[config.mk]
export PLATFORM = sky130hd
export DESIGN_NAME = ffha_scan_node
export DESIGN_NICKNAME = d
export VERILOG_FILES = /design/src/hdl/ffha_pkg.sv /design/src/hdl/ffha_scan_node.sv
export SDC_FILE = /design/constraint.sdc
export NUM_CORES = 1
export LEC_CHECK = 0
export BUFFER_PORTS_ARGS = -buffer_cell sky130_fd_sc_hd__buf_4
export CAP_MARGIN = 20
export CORE_AREA = 2 2 134 136
export DETAILED_ROUTE_END_ITERATION = 12
export DIE_AREA = 0 0 136 138
export GPL_TIMING_DRIVEN = 0
export PLACE_DENSITY = 0.63
export RECOVER_POWER = 50
export SETUP_SLACK_MARGIN = 0.3
export SLEW_MARGIN = 15
export SYNTH_ARGS = -nofsm -noshare
export SYNTH_HDL_FRONTEND = slang
export SYNTH_SLANG_ARGS = --single-unit
[constraint.sdc]
create_clock -name clk -period 5.4 [get_ports clk]
set_clock_uncertainty 0.15 [all_clocks]
set_input_delay 0.81 -clock clk [delete_from_list [all_inputs] [get_ports clk]]
set_output_delay 0.81 -clock clk [all_outputs]
set_load 0.01 [all_outputs]
[src/hdl/ffha_pkg.sv]
// Shared types and constants of the first-fit heap allocator.
// Used by ffha_cell, ffha_scan_node and first_fit_heap_allocator.
package ffha_pkg;

  localparam int unsigned DATA_W = 32;
  localparam int unsigned STAT_W = 3;

  localparam logic [STAT_W-1:0] STAT_OK       = 3'd0;
  localparam logic [STAT_W-1:0] STAT_BAD      = 3'd1;
  localparam logic [STAT_W-1:0] STAT_FULL     = 3'd2;
  localparam logic [STAT_W-1:0] STAT_NOFIT    = 3'd3;
  localparam logic [STAT_W-1:0] STAT_NOTFOUND = 3'd4;

  localparam logic OP_ALLOC = 1'b0;
  localparam logic OP_FREE  = 1'b1;

  localparam logic REG_HEAP_BASE  = 1'b0;
  localparam logic REG_HEAP_LIMIT = 1'b1;

  typedef enum logic [6:0] {
    ST_IDLE = 7'b0000001,
    ST_GAP  = 7'b0000010,
    ST_LEN  = 7'b0000100,
    ST_HIT  = 7'b0001000,
    ST_INIT = 7'b0010000,
    ST_SCAN = 7'b0100000,
    ST_DONE = 7'b1000000
  } state_t;

  typedef struct packed {
    logic cap_gap;
    logic cap_len;
    logic cap_hit;
    logic scan_init;
    logic scan_en;
    logic op_free;
  } ctrl_t;

endpackage

[src/hdl/ffha_scan_node.sv]
// One node of the doubling scan: inclusive prefix-OR of hits from the left,
// and first-hit value from the right with lower index winning. Depends on ffha_pkg.
module ffha_scan_node #(
  parameter int unsigned LP = 8,
  parameter int unsigned SW = 3
) (
  input  logic                                clk,
  input  ffha_pkg::ctrl_t                     ctrl,
  input  logic [SW-1:0]                       step,
  input  logic                                hit,
  input  logic [ffha_pkg::DATA_W-1:0]         value,
  input  logic [LP-1:0]                       left_p,
  input  logic [LP-1:0]                       right_f,
  input  logic [LP-1:0][ffha_pkg::DATA_W-1:0] right_v,
  output logic                                p,
  output logic                                f,
  output logic [ffha_pkg::DATA_W-1:0]         v
);
  import ffha_pkg::*;

  always_ff @(posedge clk) begin
    if (ctrl.scan_init) begin
      p <= hit;
      f <= hit;
      v <= value;
    end else if (ctrl.scan_en) begin
      p <= p | left_p[step];
      if (!f) begin
        f <= right_f[step];
        v <= right_v[step];
      end
    end
  end

endmodule

==> run metrics <==
core footprint 0.01753 mm²; leakage 3.052 nW; DRT iter0 DRCs 135; maximum clock rate 287.5 MHz; die height 138 µm; Finished Layout Cells 930; Post-Layout Inst Area 0.006560 mm²; Worst-path clk slew 60 ps; Distinct cells, synth 22; highest net fanout along the worst path 23; clock buffer depth 2; CP arrival 3220 ps; Routed Wire Length 18360 µm; cell area after synthesis 0.003692 mm²; Post-synth top flop edfxtp_1; VDD IR-drop max 0.0001041 V; pwr dens 165.0 mW/mm²; commonest non-fill, non-tap cell in the layout buf_4; Slew HR 0.03889; drt drc 0; number of synthesized flops with an enable pin 34; Layout area overhead 77.67%; initial antenna violation count 0; Net Count, Synth 664; Reg area 0.001021 mm²; Setup TNS 0 ps; Max Cap Viol 0; DR vias 4421; DR pass1 iterations 4; Fin. Hold Viols 0; asr flop ratio synth 0; cell count after synthesis 349; Worst Max-Slew Pin Slew 1442 ps; RSZ-0062 raised after global routing false; grt ovf 0; Period minus WS final 3478 ps; worst-skew pair later-pin latency 290 ps; Mean Syn Cell Area 10.58 µm²; status finished clean; Routed wire per std cell 19.74 µm; Cell Area, Placed 0.006575 mm²; worst path required time 5140 ps; share of layout cells above drive strength 1 0.5835; Hold-fix buffers, CTS 0; # Post-CTS Setup Buffers 0; register area share after synthesis 0.2765; GRT Overall Usage 0.1860; first-pass GRT wire length 26190 µm; HP Class flip-flop to flip-flop; Chip Width 136 µm; multi-input logic area 0.002374 mm²; largest net degree at the start of global routing 24; Final setup viols 0; total power 1.082 mW; die area 0.01877 mm²; Via density 4.754; crit path kind input port to flip-flop; routability-driven placement congestion ratio 0.8229; Pins Over Slew Limit 0; DPL Wire Length 14710 µm; H-tree depth 2; final core utilization 0.3741; Setup WS pre-CTS 2543 ps; fin crit share 0.6441; Critical Path Start Type input port; number of global-route vias before repair 4749; root buf cell clkbuf_16; Final WS setup 1922 ps; flops & latches, synth 34; Initial Utilization 0.2106; hold_ws 470.7 ps; nets 1015; Filler cells 1849; diode count 0; # rows 49; CTS Buf Count 5; commonest cells after routing, fill and taps aside buf_4 (307), mux2i_1 (68), mux2_2 (67); Setup crit end kind flip-flop; IO buf count 343; CTS tree built; dpl cells 922; IO Count 349; Yosys warning total 0; cts repair resizes 0; DRT antenna net count 0; Sink Count 34
power breakdown:
part           internal (mW)  switching (mW)
Combinational          0.270           0.189
Clock                  0.169           0.122
Sequential             0.325         0.00737
routing by layer:
layer | GRT usage | routed length (µm) | vias to the layer above | share of wire
met5 | 0 | 0 | - | 0
met3 | 0.04327 | 1454 | 27 | 0.079
met1 | 0.2156 | 7330 | 2053 | 0.40
li1 | - | - | 2099 | -
met4 | 0.05757 | 393 | 0 | 0.021
met2 | 0.3348 | 9180 | 242 | 0.50
final cells by class:
class                      instances  area share
clock buffer                       6     0.01965
sequential                        34      0.1556
multi-input combinational        279      0.3618
buffer                            35     0.04482
tap                              229     0.04368
inverter                           1   0.0005722
timing repair buffer             344      0.3725
clock inverter                     2    0.001335
critical path, stage by stage:
cell and delay [ps]:
clkbuf_1 320, clkbuf_1 460, a21o_1 500, clkbuf_1 1100
cell usage after synthesis, types with 2 or more instances:
| library cell | n | area share |
|---|---|---|
| mux2i_1 | 68 | 0.18 |
| mux2_2 | 67 | 0.20 |
| edfxtp_1 | 34 | 0.28 |
| o22ai_1 | 34 | 0.058 |
| nand2_1 | 33 | 0.034 |
| a221o_1 | 32 | 0.087 |
| o21ai_1 | 25 | 0.034 |
| clkbuf_1 | 14 | 0.014 |
| buf_6 | 9 | 0.027 |
| o21ai_2 | 7 | 0.017 |
| buf_2 | 6 | 0.0081 |
| buf_12 | 4 | 0.022 |
| nand2b_1 | 3 | 0.0051 |
| a221oi_1 | 2 | 0.0047 |
| buf_8 | 2 | 0.0081 |
| nor2b_1 | 2 | 0.0034 |
| o31a_1 | 2 | 0.0047 |
state kept, by name, indices dropped and copies added (netlist names):
register	count
v	32
f	1
p	1
final timing paths:
path / depth (start not counted) / from / slack [ps] / endpoint
setup / recovery: 4 / ctrl[2] / 1920 / v[3]
setup reg to reg: 3 / f / 2780 / v[3]
hold reg to reg: 1 / p / 470 / p
hold / removal: 1 / p / 470 / p
cell families (layout without fill, tap and decap cells):
kind of cell	Yosys count	count (layout)	share of synthesized area
muxes	136	136	0.3917
and+or+nand+nor	40	40	0.04473
DFF	34	34	0.2765
buffers and inverters	36	388	0.08065
AOI/OAI and AO/OA	103	103	0.2064
No activity file was read; power rests on OpenSTA's default activity.
