`src/hdl/ffha_pkg.sv`:
```
// Shared types and constants of the first-fit heap allocator.
// Used by ffha_cell, ffha_scan_node and first_fit_heap_allocator.
package ffha_pkg;

  localparam int unsigned DATA_W = 32;
  localparam int unsigned STAT_W = 3;

  localparam logic [STAT_W-1:0] STAT_OK       = 3'd0;
  localparam logic [STAT_W-1:0] STAT_BAD      = 3'd1;
  localparam logic [STAT_W-1:0] STAT_FULL     = 3'd2;
  localparam logic [STAT_W-1:0] STAT_NOFIT    = 3'd3;
  localparam logic [STAT_W-1:0] STAT_NOTFOUND = 3'd4;

  localparam logic OP_ALLOC = 1'b0;
  localparam logic OP_FREE  = 1'b1;

  localparam logic REG_HEAP_BASE  = 1'b0;
  localparam logic REG_HEAP_LIMIT = 1'b1;

  typedef enum logic [6:0] {
    ST_IDLE = 7'b0000001,
    ST_GAP  = 7'b0000010,
    ST_LEN  = 7'b0000100,
    ST_HIT  = 7'b0001000,
    ST_INIT = 7'b0010000,
    ST_SCAN = 7'b0100000,
    ST_DONE = 7'b1000000
  } state_t;

  typedef struct packed {
    logic cap_gap;
    logic cap_len;
    logic cap_hit;
    logic scan_init;
    logic scan_en;
    logic op_free;
  } ctrl_t;

endpackage

```
`src/hdl/ffha_cell.sv`:
```
// One table cell: holds an entry, computes the gap behind it and its hit flag.
// Shifts entries with its neighbors on insert and remove. Depends on ffha_pkg.
module ffha_cell #(
  parameter int unsigned IDX = 0,
  parameter int unsigned CW  = 9
) (
  input  logic                          clk,
  input  ffha_pkg::ctrl_t               ctrl,
  input  logic [CW-1:0]                 count,
  input  logic [ffha_pkg::DATA_W-1:0]   heap_limit,
  input  logic [ffha_pkg::DATA_W-1:0]   req,
  input  logic [ffha_pkg::DATA_W-1:0]   addr,
  input  logic [ffha_pkg::DATA_W-1:0]   next_base,
  input  logic                          ld,
  input  logic                          sh_up,
  input  logic                          sh_dn,
  input  logic [ffha_pkg::DATA_W-1:0]   new_base,
  input  logic [ffha_pkg::DATA_W-1:0]   left_base,
  input  logic [ffha_pkg::DATA_W-1:0]   left_size,
  input  logic [ffha_pkg::DATA_W-1:0]   right_base,
  input  logic [ffha_pkg::DATA_W-1:0]   right_size,
  output logic [ffha_pkg::DATA_W-1:0]   base,
  output logic [ffha_pkg::DATA_W-1:0]   size,
  output logic [ffha_pkg::DATA_W-1:0]   gap_start,
  output logic                          hit
);
  import ffha_pkg::*;

  logic [DATA_W-1:0] gap_len;
  logic [DATA_W-1:0] gap_end;
  logic              active;
  logic              is_last;

  assign active  = count > CW'(IDX);
  assign is_last = count == CW'(IDX + 1);
  assign gap_end = is_last ? heap_limit : next_base;

  always_ff @(posedge clk) begin
    if (ld) begin
      base <= new_base;
      size <= req;
    end else if (sh_up) begin
      base <= left_base;
      size <= left_size;
    end else if (sh_dn) begin
      base <= right_base;
      size <= right_size;
    end
    if (ctrl.cap_gap) begin
      gap_start <= base + size;
    end
    if (ctrl.cap_len) begin
      gap_len <= gap_end - gap_start;
    end
    if (ctrl.cap_hit) begin
      hit <= active & (ctrl.op_free ? (base == addr) : (gap_len > req));
    end
  end

endmodule

```
`config.mk`:
```
export PLATFORM = sky130hd
export DESIGN_NAME = ffha_cell
export DESIGN_NICKNAME = d
export VERILOG_FILES = /design/src/hdl/ffha_pkg.sv /design/src/hdl/ffha_cell.sv
export SDC_FILE = /design/constraint.sdc
export NUM_CORES = 1
export LEC_CHECK = 0
export BUFFER_PORTS_ARGS = -buffer_cell sky130_fd_sc_hd__buf_2
export CORE_MARGIN = 10
export CORE_UTILIZATION = 30
export CTS_BUF_LIST = sky130_fd_sc_hd__clkbuf_8 sky130_fd_sc_hd__clkbuf_16
export DETAILED_ROUTE_END_ITERATION = 12
export GPL_ROUTABILITY_DRIVEN = 0
export PLACE_DENSITY = 0.63
export SETUP_SLACK_MARGIN = 0.02
export SYNTH_ARGS = -nofsm -noshare
export SYNTH_HDL_FRONTEND = slang
export SYNTH_SLANG_ARGS = --single-unit
```
`constraint.sdc`:
```
create_clock -name clk -period 8.76 [get_ports clk]
set_input_delay 0 -clock clk [delete_from_list [all_inputs] [get_ports clk]]
set_output_delay 0 -clock clk [all_outputs]
set_load 0.005 [all_outputs]
```
==> out/metrics.yaml, run 1 <==
cts_resized: 0
postRouteWirelength_mm: 41.2
core_sq_um: 33500
drt_iter0_markers: 600
crit_fanout: 32
grt_usage_pct: 18.9
worstSkewPairLatency_ns: 0.42
rsz0062_at_grt: "false"
hold_depth: 3
finalHoldViolCount: 0
status: "completed"
cts_buffer_depth: 2
synthCells: 1047
finalClockSkew_ns: 0.0138
ctsHoldBuffers: 117
ys_ff_latch: 129
wl_per_cell_um: 20.5
cp-end-kind: "flip-flop"
worstMarginPinSlew_ns: 0.938
rr_worst_depth: 11
grt_pass1_wl_mm: 60.2
post_drt_via_cell_ratio: 4.95
hold_class: "primary input to flip-flop"
cts_buffers: 17
ant_nets: 0
drcViolationCount: 0
setup_violations: 0
yosysSeqAreaShare_pct: 37.9
finalSetupTns_ns: 0
max_freq_mhz: 269
syn2layout_area_growth_pct: 41.4
placement_rows: 67
r2r-end: "gap_start[28]"
most-common-layout-cells: "buf_2 (399), edfxtp_1 (129), dlygate4sd3_1 (117)"
critPathKind: "primary input to flip-flop"
hold_start: "left_base[20]"
cp.arrival_ns: 3.86
powerDensity_nw_per_um2: 199
cts-root-buf: "clkbuf_16"
initial_core_util_pct: 30.5
r2r_slack_ns: 5.37
syn_area_per_cell_sq_um: 9.75
synth-edff-count: 129
clkSlewWorstSetupHoldPaths_ns: 0.06
drtPass1Iterations: 5
yosysWarnings: 0
grt.overflow.total: 0
drv_slew: 0
post_cts_buffers: 0
r2r_start: "base[0]"
die_y_um: 204
syn-num-nets: 1450
synth_ff_type: "edfxtp_1"
finalNetCount: 1954
synth.distinct_cells: 61
peakVddDrop_mv: 0.123
die-area_sq_um: 41800
ios: 404
required_ns: 8.90
pre_cts_ws_ns: 4.66
start_kind: "primary input"
setup_slack_ns: 5.04
leakage_nw: 6.90
period_share_pct: 42.4
dieWidth_um: 204
synthesis.area_sq_um: 10200
port_buffers: 401
antenna_found_initial: 3
placed_cell_area_sq_um: 12700
fin_area_sq_um: 14400
final.min_clock_period_ns: 3.72
vias: 9969
async_flop_share_pct: 0
cts_tree: "done"
grt_max_degree: 73
final_common_cell: "buf_2"
slew_headroom_pct: 37.5
cts.sinks: 129
holdPathEnd: "base[20]"
drive_gt1_share_pct: 30.5
cts.htree.levels: 4
place_hpwl_mm: 33.5
drv_cap: 0
grt_pass1_vias: 10522
==> Yosys cell counts, drive strengths merged, types with 2 or more instances <==
library cell	number	area, sq um
a2111oi	4	35.0
a211o	3	26.3
a211oi	3	27.5
a21boi	2	15.0
a21o	45	338
a21oi	66	334
a311o	2	20.0
a311oi	3	26.3
a31oi	14	109
and2	7	43.8
and3	10	62.6
buf	9	40.0
clkbuf	27	101
edfxtp	129	3870
fa	2	40.0
ha	94	1180
inv	87	327
mux2	31	349
mux2i	67	671
nand2	109	409
nand2b	4	25.0
nand3	15	75.1
nand4	21	131
nor2	28	105
nor2b	15	93.8
nor3	10	55.1
nor4	5	31.3
o2111a	2	22.5
o2111ai	2	17.5
o211ai	9	81.3
o21a	4	30.0
o21ai	100	504
o21bai	6	45.0
o31ai	6	50.1
or3	5	31.3
xnor2	66	578
xor2	22	193
==> through the flow <==
step | util (%) | hold slack [ns] | power (mW) | instances
2_1_floorplan | - | 0.112 | 1.67 | 1047
3_3_place_gp | 37.8 | 0.200 | 2.07 | 1863
3_5_place_dp | 37.8 | 0.212 | 2.09 | 1863
4_1_cts | 43.1 | 0.00387 | 2.89 | 2011
5_1_grt | 43.1 | 0.0269 | 3.06 | 2011
6_report | 43.1 | 0.0145 | 2.88 | 2012
==> registers in the layout (all words and copies together), names as in the netlist <==
register and cells:
base 32, gap_len 32, gap_start 32, hit 1, size 32
==> power by group <==
| part | total (mW) | leakage, nW | switching [mW] | internal [mW] |
|---|---|---|---|---|
| Clock | 0.738 | 0.272 | 0.293 | 0.445 |
| Combinational | 1.17 | 5.31 | 0.637 | 0.534 |
| Sequential | 0.971 | 1.31 | 0.100 | 0.871 |
| Total | 2.88 | 6.90 | 1.03 | 1.85 |
==> critical path: stages <==
cell and delay, ns:
buf_2 0.10, nor4_1 0.44, nand3_2 0.11, buf_4 0.29, mux2i_1 0.21, ha_1 0.19
inv_1 0.06, fa_1 0.43, a21o_1 0.21, a21oi_2 0.23, o21ai_1 0.15, a311o_1 0.45
a31oi_4 0.28, o211ai_4 0.18, a2111oi_0 0.40, a311oi_1 0.09
==> final cells by class <==
cell class	instances	area, sq um
clock inverter	14	166
timing repair buffer	521	3210
inverter	87	327
clock buffer	17	425
multi-input combinational	795	5880
tap	448	561
fill	3264	19100
sequential	129	3870
antenna	1	2.50
==> per-layer routing <==
metal	wire (um)	GRT usage [%]	part of all wire, %
met1	17100	22.4	41
met2	19900	32.2	48
met3	2870	4.72	7.0
met4	1320	7.09	3.2
met5	18	0	0.044
==> kinds of logic after synthesis <==
| logic type | Yosys count | synth area share [%] |
|---|---|---|
| muxes | 98 | 9.99 |
| DFF | 129 | 37.9 |
| buffers and inverters | 123 | 4.58 |
| xor gates and xnor gates | 88 | 7.55 |
| AOI/OAI and AO/OA | 282 | 17.5 |
| and+or+nand+nor | 231 | 10.6 |
| adders and majority gates | 96 | 11.9 |
==> how the worst max path moves through the flow <==
stage | depth (start not counted) | slack, ns | start | to
after floorplan | 15 | 5.25 | count[6] | gap_len[24]
after global placement | 16 | 4.72 | count[1] | gap_len[24]
after detailed placement | 16 | 4.66 | count[6] | gap_len[24]
after CTS | 16 | 5.08 | count[6] | gap_len[24]
after global routing | 16 | 4.79 | count[6] | gap_len[24]
final | 16 | 5.04 | count[6] | gap_len[24]
No activity file was read; power rests on OpenSTA's default activity.
==> run 2, diff against run 1 <==
--- a/config.mk
+++ b/config.mk
@@ -5,13 +5,14 @@
 export SDC_FILE = /design/constraint.sdc
 export NUM_CORES = 1
 export LEC_CHECK = 0
+export ABC_AREA = 1
 export BUFFER_PORTS_ARGS = -buffer_cell sky130_fd_sc_hd__buf_2
 export CORE_MARGIN = 10
 export CORE_UTILIZATION = 30
 export CTS_BUF_LIST = sky130_fd_sc_hd__clkbuf_8 sky130_fd_sc_hd__clkbuf_16
 export DETAILED_ROUTE_END_ITERATION = 12
 export GPL_ROUTABILITY_DRIVEN = 0
-export PLACE_DENSITY = 0.63
+export PLACE_DENSITY = 0.64
 export SETUP_SLACK_MARGIN = 0.02
 export SYNTH_ARGS = -nofsm -noshare
 export SYNTH_HDL_FRONTEND = slang
==> constraint.sdc (replaced) <==
create_clock -name clk -period 3 [get_ports clk]
set_input_delay 0 -clock clk [delete_from_list [all_inputs] [get_ports clk]]
set_output_delay 0 -clock clk [all_outputs]
set_load 0.005 [all_outputs]
==> run 2 against run 1 <==
  * Sequential cell count unchanged
  * Global-route usage up 0.69 points
  * Sequential power rose to 3.0 times the previous value
  * Critical endpoint is now gap_start[30]
  * Largest cell class unchanged
==> out/metrics.yaml, run 2 <==
nFillCells: 3496  # +7.1%
rsz0062_at_grt: "false"
worstMarginPinSlew_ns: 1.13  # +0.195 ns
post-route-util_pct: 42.6  # -0.43 points
critPathKind: "flip-flop to flip-flop"
drv_cap: 0  # unchanged
hold_start: "left_size[7]"
cts_tree: "done"
peakVddDrop_mv: 0.421  # +240%
synth-adder-area-share_pct: 11.3  # -0.60 points
syn_area_per_cell_sq_um: 7.50  # -23%
cts_buffers: 17  # unchanged
finalClockSkew_ns: 0.0110  # -0.00285 ns
r2r_start: "base[0]"
synth_top_family_by_area: "simple AND/OR/NAND/NOR gates"
placement_rows: 69  # +3.0%
r2r-end: "gap_start[30]"
syn-num-nets: 1836  # +27%
synthTopCellsByCount: "nand2_1 (330), nor2_1 (220), a21oi_1 (197), inv_1 (142), edfxtp_1 (129)"
port_buffers: 401  # unchanged
synth_ff_type: "edfxtp_1"
grt_pass1_wl_mm: 66.5  # +10%
holdPathEnd: "size[7]"
synthCells: 1433  # +37%
synthXorXnorAreaFrac_pct: 4.97  # -2.6 points
cts.sinks: 129  # unchanged
postRouteWirelength_mm: 45.5  # +10%
yosysMostFrequentCell: "nand2_1"
cts_resized: 0  # unchanged
switching_power_mw: 3.44  # +230%
syn2layout_area_growth_pct: 40.7
swShare_pct: 39.1  # +3.3 points
post_drt_via_cell_ratio: 5.04  # +1.7%
drtPass1Iterations: 6  # +1
grt_pass1_vias: 11782  # +12%
finalSetupTns_ns: 0  # unchanged
yosysWarnings: 0  # unchanged
hold_class: "primary input to flip-flop"
antenna_found_initial: 5  # +2
grt_max_degree: 65  # -11%
die-area_sq_um: 43800  # +4.8%
p_int_mw: 5.36  # +190%
synthesis.area_sq_um: 10800  # +5.3%
setup_slack_ns: 0.482  # -4.56 ns
rr_worst_depth: 11  # unchanged
required_ns: 3.17  # -5.73 ns
muxShareOfSynthArea_pct: 0.0931  # -9.9 points
start_kind: "flip-flop"
synth.distinct_cells: 40  # -34%
stdcell_count: 2423  # +20%
grt_usage_pct: 19.6  # +0.69 points
crit_fanout: 4  # -88%
vias: 12206  # +22%
cp-end-kind: "flip-flop"
grt.overflow.total: 0  # unchanged
final_common_cell: "buf_2"
yosysSeqAreaShare_pct: 36.0  # -1.9 points
max_freq_mhz: 397
synth.area.top_cells: "edfxtp_1 (36%), nand2_1 (12%), ha_1 (11%)"
numPlacedInstances: 2268  # +22%
yosys.area_share.simple_pct: 24.8  # +14 points
worstSkewPairLatency_ns: 0.42  # about the same
most-common-layout-cells: "buf_2 (400), nand2_1 (329), nor2_1 (220)"
slew_headroom_pct: 24.5  # -13 points
r2r_slack_ns: 0.48  # -4.89 ns
synth_top_area_share_pct: 36.0  # -1.9 points
synth-edff-count: 129  # unchanged
drive_gt1_share_pct: 24.1  # -6.4 points
p_seq_share_pct: 32.7  # -1.0 points
period_share_pct: 83.9
setup_violations: 0  # unchanged
post_cts_buffers: 0  # unchanged
synth-compound-area-share_pct: 16.5  # -1.0 points
async_flop_share_pct: 0  # unchanged
cts-root-buf: "clkbuf_16"
final.min_clock_period_ns: 2.52
drcViolationCount: 0  # unchanged
wl_per_cell_um: 18.8  # -8.3%
status: "completed"
cts_buffer_depth: 2  # unchanged
power.share.clock_pct: 25.3  # -0.3 points
core_sq_um: 35500  # +5.8%
drv_slew: 0  # unchanged
fin_area_sq_um: 15100  # +4.8%
cp.arrival_ns: 2.69  # -1.17 ns
die_y_um: 209  # +2.4%
clkSlewWorstSetupHoldPaths_ns: 0.07  # about the same
hold_depth: 3  # unchanged
drt_iter0_markers: 1028  # +71%
finalNetCount: 2351  # +20%
leakage_nw: 7.24  # +4.9%
finalHoldViolCount: 0  # unchanged
ant_nets: 0  # unchanged
place_hpwl_mm: 37.4  # +12%
powerDensity_nw_per_um2: 581  # +190%
combPwrFrac_pct: 42.0  # +1.3 points
placed_cell_area_sq_um: 13300  # +4.8%
dieWidth_um: 209  # +2.4%
pre_cts_ws_ns: 0.241  # -4.42 ns
cts.htree.levels: 4  # unchanged
ios: 404  # unchanged
yosysTopAreaCell: "edfxtp_1"
ys_ff_latch: 129  # unchanged
initial_core_util_pct: 30.3  # -0.15 points
==> run 2: changes by cell type after synthesis, moves of 11 or more <==
cell	before	now
nor2_1	28	220
a31oi_1	12	1
a21oi_1	65	197
a21o_1	45	3
nand2_1	109	330
a22oi_1	0	31
xnor2_1	66	28
inv_1	87	142
o21ai_0	98	45
xor2_1	22	33
nor2b_1	15	0
mux2i_1	67	1
mux2_2	31	0
nand3_1	15	51
==> run 2: final cells by class <==
| class | instances | area (sq um) | share of cell area (%) |
|---|---|---|---|
| multi-input cells | 1125 | 6210 | 41.0 |
| inverters | 146 | 548 | 3.62 |
| diodes | 1 | 2.50 | 0.0165 |
| clock inverters | 15 | 191 | 1.27 |
| flip-flops and latches | 129 | 3870 | 25.6 |
| clock buffers | 17 | 425 | 2.81 |
| well taps | 461 | 577 | 3.81 |
| repair buffers | 529 | 3300 | 21.8 |
==> run 2: per-layer routing <==
| metal | share of wire (%) | routed length (um) | vias up | GRT usage [%] |
|---|---|---|---|---|
| met5 | 0.099 | 45 | - | 0 |
| met4 | 3.4 | 1540 | 6 | 6.62 |
| met3 | 9.1 | 4170 | 93 | 5.45 |
| met2 | 48 | 21800 | 623 | 33.5 |
| met1 | 39 | 18000 | 5598 | 23.0 |
| li1 | - | - | 5886 | - |
==> run 2: worst max-delay path: stages, from the launching register on <==
cell      delay (ns)
edfxtp_1        0.42
ha_1            0.27
inv_2           0.09
fa_1            0.42
o21ai_2         0.29
nand2_1         0.10
nand2_2         0.11
nand3_1         0.08
nand2_1         0.16
nand3b_1        0.15
nand3_1         0.10
nand2_1         0.06
==> run 2: cell families (layout without fill, tap and decap cells) <==
kind of cell	Yosys count	count (layout)
adders and majority gates	96	96
xor gates and xnor gates	61	61
DFF	129	129
AOI/OAI and AO/OA	313	313
buffers and inverters	179	707
muxes	1	1
other	0	1
and+or+nand+nor	654	654
==> run 2: power groups by stage <==
stage                     Clock [mW]  Combinational (mW)  Sequential [mW]
after global routing            2.35                4.15             2.90
after global placement             0                3.43             2.91
after floorplan                    0                2.25             2.75
after detailed placement           0                3.49             2.92
final                           2.23                3.70             2.87
after CTS                       2.26                3.67             2.89
==> run 2: worst max-delay path by stage <==
stage	to	slack, ns	depth (start not counted)	startpoint
6_report	gap_start[30]	0.48	11	base[0]
3_5_place_dp	gap_len[26]	0.24	18	count[5]
4_1_cts	gap_start[30]	0.52	11	base[0]
3_3_place_gp	gap_len[18]	0.29	14	count[3]
2_1_floorplan	base[0]	0.63	4	ld
5_1_grt	gap_start[30]	0.34	11	base[0]
==> run 2: repair_timing <==
action,CTS,global route
setup endpoints to repair,0,0
hold buffers,122,0
endpoints found under the hold margin,66,0
==> run 2: per-stage QoR <==
step	hold WS [ns]	power [mW]
floorplan	0.112	5.00
global placement	0.201	6.34
global route	0.0240	9.40
CTS	0.00261	8.83
detailed placement	0.200	6.41
finish	0.00881	8.80
==> run 3, diff against run 2 <==
==> constraint.sdc (replaced) <==
create_clock -name clk -period 2.3 [get_ports clk]
set_input_delay 0 -clock clk [delete_from_list [all_inputs] [get_ports clk]]
set_output_delay 0 -clock clk [all_outputs]
set_load 0.005 [all_outputs]
==> run 3 against run 2 <==
  * Fmax rose by 16%
  * Total power rose by 40%
  * Clock skew rose by 0.0049 ns
  * Non-clock buffer count rose by 89
  * Global-route usage rose by 0.92 points
  * Count of clock-buffer cells in the layout did not move
  * Sequential share of layout area fell by 1.5 points
  * Combinational power rose by 52%
  * Largest cell class unchanged
  * Largest power group unchanged
==> out/metrics.yaml, run 3 (synthesized netlist as in run 2, its figures left out) <==
cts-root-buf: "clkbuf_16"
grt_pass1_wl_mm: 69.8  # +5.0%
swShare_pct: 39.0  # -0.087 points
die_y_um: 209  # unchanged
cp-end-kind: "flip-flop"
power.share.clock_pct: 23.9  # -1.4 points
drcViolationCount: 0  # unchanged
grt_pass1_vias: 12448  # +5.7%
placement_rows: 69  # unchanged
max_freq_mhz: 459  # +16%
post_drt_via_cell_ratio: 4.96  # -1.6%
drt_iter0_markers: 1013  # -1.5%
cts.htree.levels: 4  # unchanged
cts.sinks: 129  # unchanged
most-common-layout-cells: "buf_2 (400), nand2_1 (318), nor2_1 (209)"
crit_fanout: 5  # +1
setup_slack_ns: 0.122  # -0.360 ns
start_kind: "flip-flop"
powerDensity_nw_per_um2: 766  # +32%
finalClockSkew_ns: 0.0159  # +0.00495 ns
drtPass1Iterations: 6  # unchanged
clkSlewWorstSetupHoldPaths_ns: 0.07  # about the same
p_seq_share_pct: 30.5  # -2.2 points
crit_start: "base[8]"
worstMarginPinSlew_ns: 0.963  # -0.170 ns
cp.arrival_ns: 2.35  # -0.34 ns
numPlacedInstances: 2345  # +3.4%
syn2layout_area_growth_pct: 49.6
cts_tree: "done"
cts_buffers: 17  # unchanged
port_buffers: 401  # unchanged
r2r_start: "base[8]"
finalHoldViolCount: 0  # unchanged
switching_power_mw: 4.80  # +40%
cts_buffer_depth: 2  # unchanged
slew_headroom_pct: 35.8  # +11 points
required_ns: 2.48  # -0.69 ns
grt_max_degree: 96  # +48%
setup_violations: 0  # unchanged
worstSkewPairLatency_ns: 0.43  # about the same
drive_gt1_share_pct: 30.0  # +5.9 points
die-area_sq_um: 43800  # unchanged
period_share_pct: 94.7  # +11 points
ios: 404  # unchanged
place_hpwl_mm: 39.2  # +4.8%
rsz0062_at_grt: "true"
nFillCells: 3478  # -0.51%
final.min_clock_period_ns: 2.18  # -0.340 ns
drv_cap: 0  # unchanged
grt.overflow.total: 0  # unchanged
hold_start: "left_size[5]"
dieWidth_um: 209  # unchanged
vias: 12461  # +2.1%
core_sq_um: 35500  # unchanged
stdcell_count: 2513  # +3.7%
postRouteWirelength_mm: 47.8  # +4.9%
pre_cts_ws_ns: -0.448  # -0.689 ns
final_common_cell: "buf_2"
finalNetCount: 2440  # +3.8%
antenna_found_initial: 4  # -1
grt_usage_pct: 20.5  # +0.92 points
holdWs_ns: 0.0361  # +0.0273 ns
drv_slew: 0  # unchanged
status: "completed"
peakVddDrop_mv: 0.496  # +18%
placed_cell_area_sq_um: 13900  # +4.7%
ant_nets: 0  # unchanged
wl_per_cell_um: 19.0  # +1.2%
p_int_mw: 7.52  # +40%
hold_class: "primary input to flip-flop"
fin_area_sq_um: 16100  # +6.3%
combPwrFrac_pct: 45.7  # +3.7 points
leakage_nw: 7.70  # +6.4%
critPathKind: "flip-flop to flip-flop"
post-route-util_pct: 45.3  # +2.7 points
initial_core_util_pct: 30.3  # unchanged
==> run 3: cell count changes in the layout (fill, tap and decap cells not counted), moves of 3 or more <==
| cell | previous run | this run |
|---|---|---|
| nor2_1 | 220 | 209 |
| nand2_1 | 329 | 318 |
| ha_2 | 0 | 5 |
| nor2_2 | 1 | 11 |
| buf_4 | 5 | 85 |
| nand2_2 | 7 | 18 |
| dlygate4sd3_1 | 122 | 126 |
| o21ai_1 | 2 | 7 |
| ha_1 | 94 | 87 |
| a21oi_1 | 197 | 177 |
| buf_12 | 2 | 5 |
| a21oi_2 | 4 | 22 |
| o21ai_0 | 45 | 38 |
==> run 3: metrics by stage <==
stage	TNS [ns]	power (mW)
final	0	12.3
after detailed placement	-8.54	8.88
after global placement	-7.06	8.80
after global routing	-0.0554	13.1
after floorplan	0	6.53
after CTS	0	12.1
==> run 3: metal layers <==
metal | GRT usage, % | wire length, um | vias to the layer above
li1 | - | - | 6071
met1 | 24.2 | 19300 | 5700
met2 | 35.6 | 23200 | 583
met3 | 4.83 | 3570 | 103
met4 | 7.10 | 1610 | 4
met5 | 0 | 36 | -
==> run 3: final cells by class <==
class / count / area (sq um) / area share [%]
flip-flops and latches: 129 / 3870 / 24.1
clock buffers: 17 / 425 / 2.64
clock inverters: 15 / 198 / 1.23
repair buffers: 618 / 4020 / 25.0
well taps: 461 / 577 / 3.59
multi-input cells: 1125 / 6430 / 40.0
diodes: 2 / 5.00 / 0.0311
inverters: 146 / 548 / 3.41
==> run 3: final timing paths <==
| path | to | slack [ns] | cells past startpoint |
|---|---|---|---|
| min reg2reg | gap_start[0] | 0.67 | 1 |
| max reg2reg | gap_start[29] | 0.12 | 8 |
| max | gap_start[29] | 0.12 | 8 |
| min | size[5] | 0.04 | 3 |
==> run 3: what timing repair did <==
action	CTS	global route
endpoints found under the setup margin	2	33
setup buffers	0	8
gates resized for setup	2	68
hold buffers	126	0
endpoints found under the hold margin	66	0
pin swaps	0	15
==> run 3: power groups by stage <==
stage / Sequential (mW) / Combinational, mW / Clock, mW
floorplan: 3.58 / 2.94 / 0
global placement: 3.82 / 4.97 / 0
detailed placement: 3.81 / 5.07 / 0
CTS: 3.77 / 5.32 / 2.99
global route: 3.79 / 6.23 / 3.10
finish: 3.75 / 5.63 / 2.94
==> run 3: critical path, stage by stage, from the launching register on <==
cell and delay (ns):
edfxtp_1 0.49, ha_2 0.44, nand2_1 0.09, nor2_1 0.21, nand2_1 0.11, o21ai_2 0.28, nand2_1 0.15, nand3_1 0.10
nand2_1 0.06
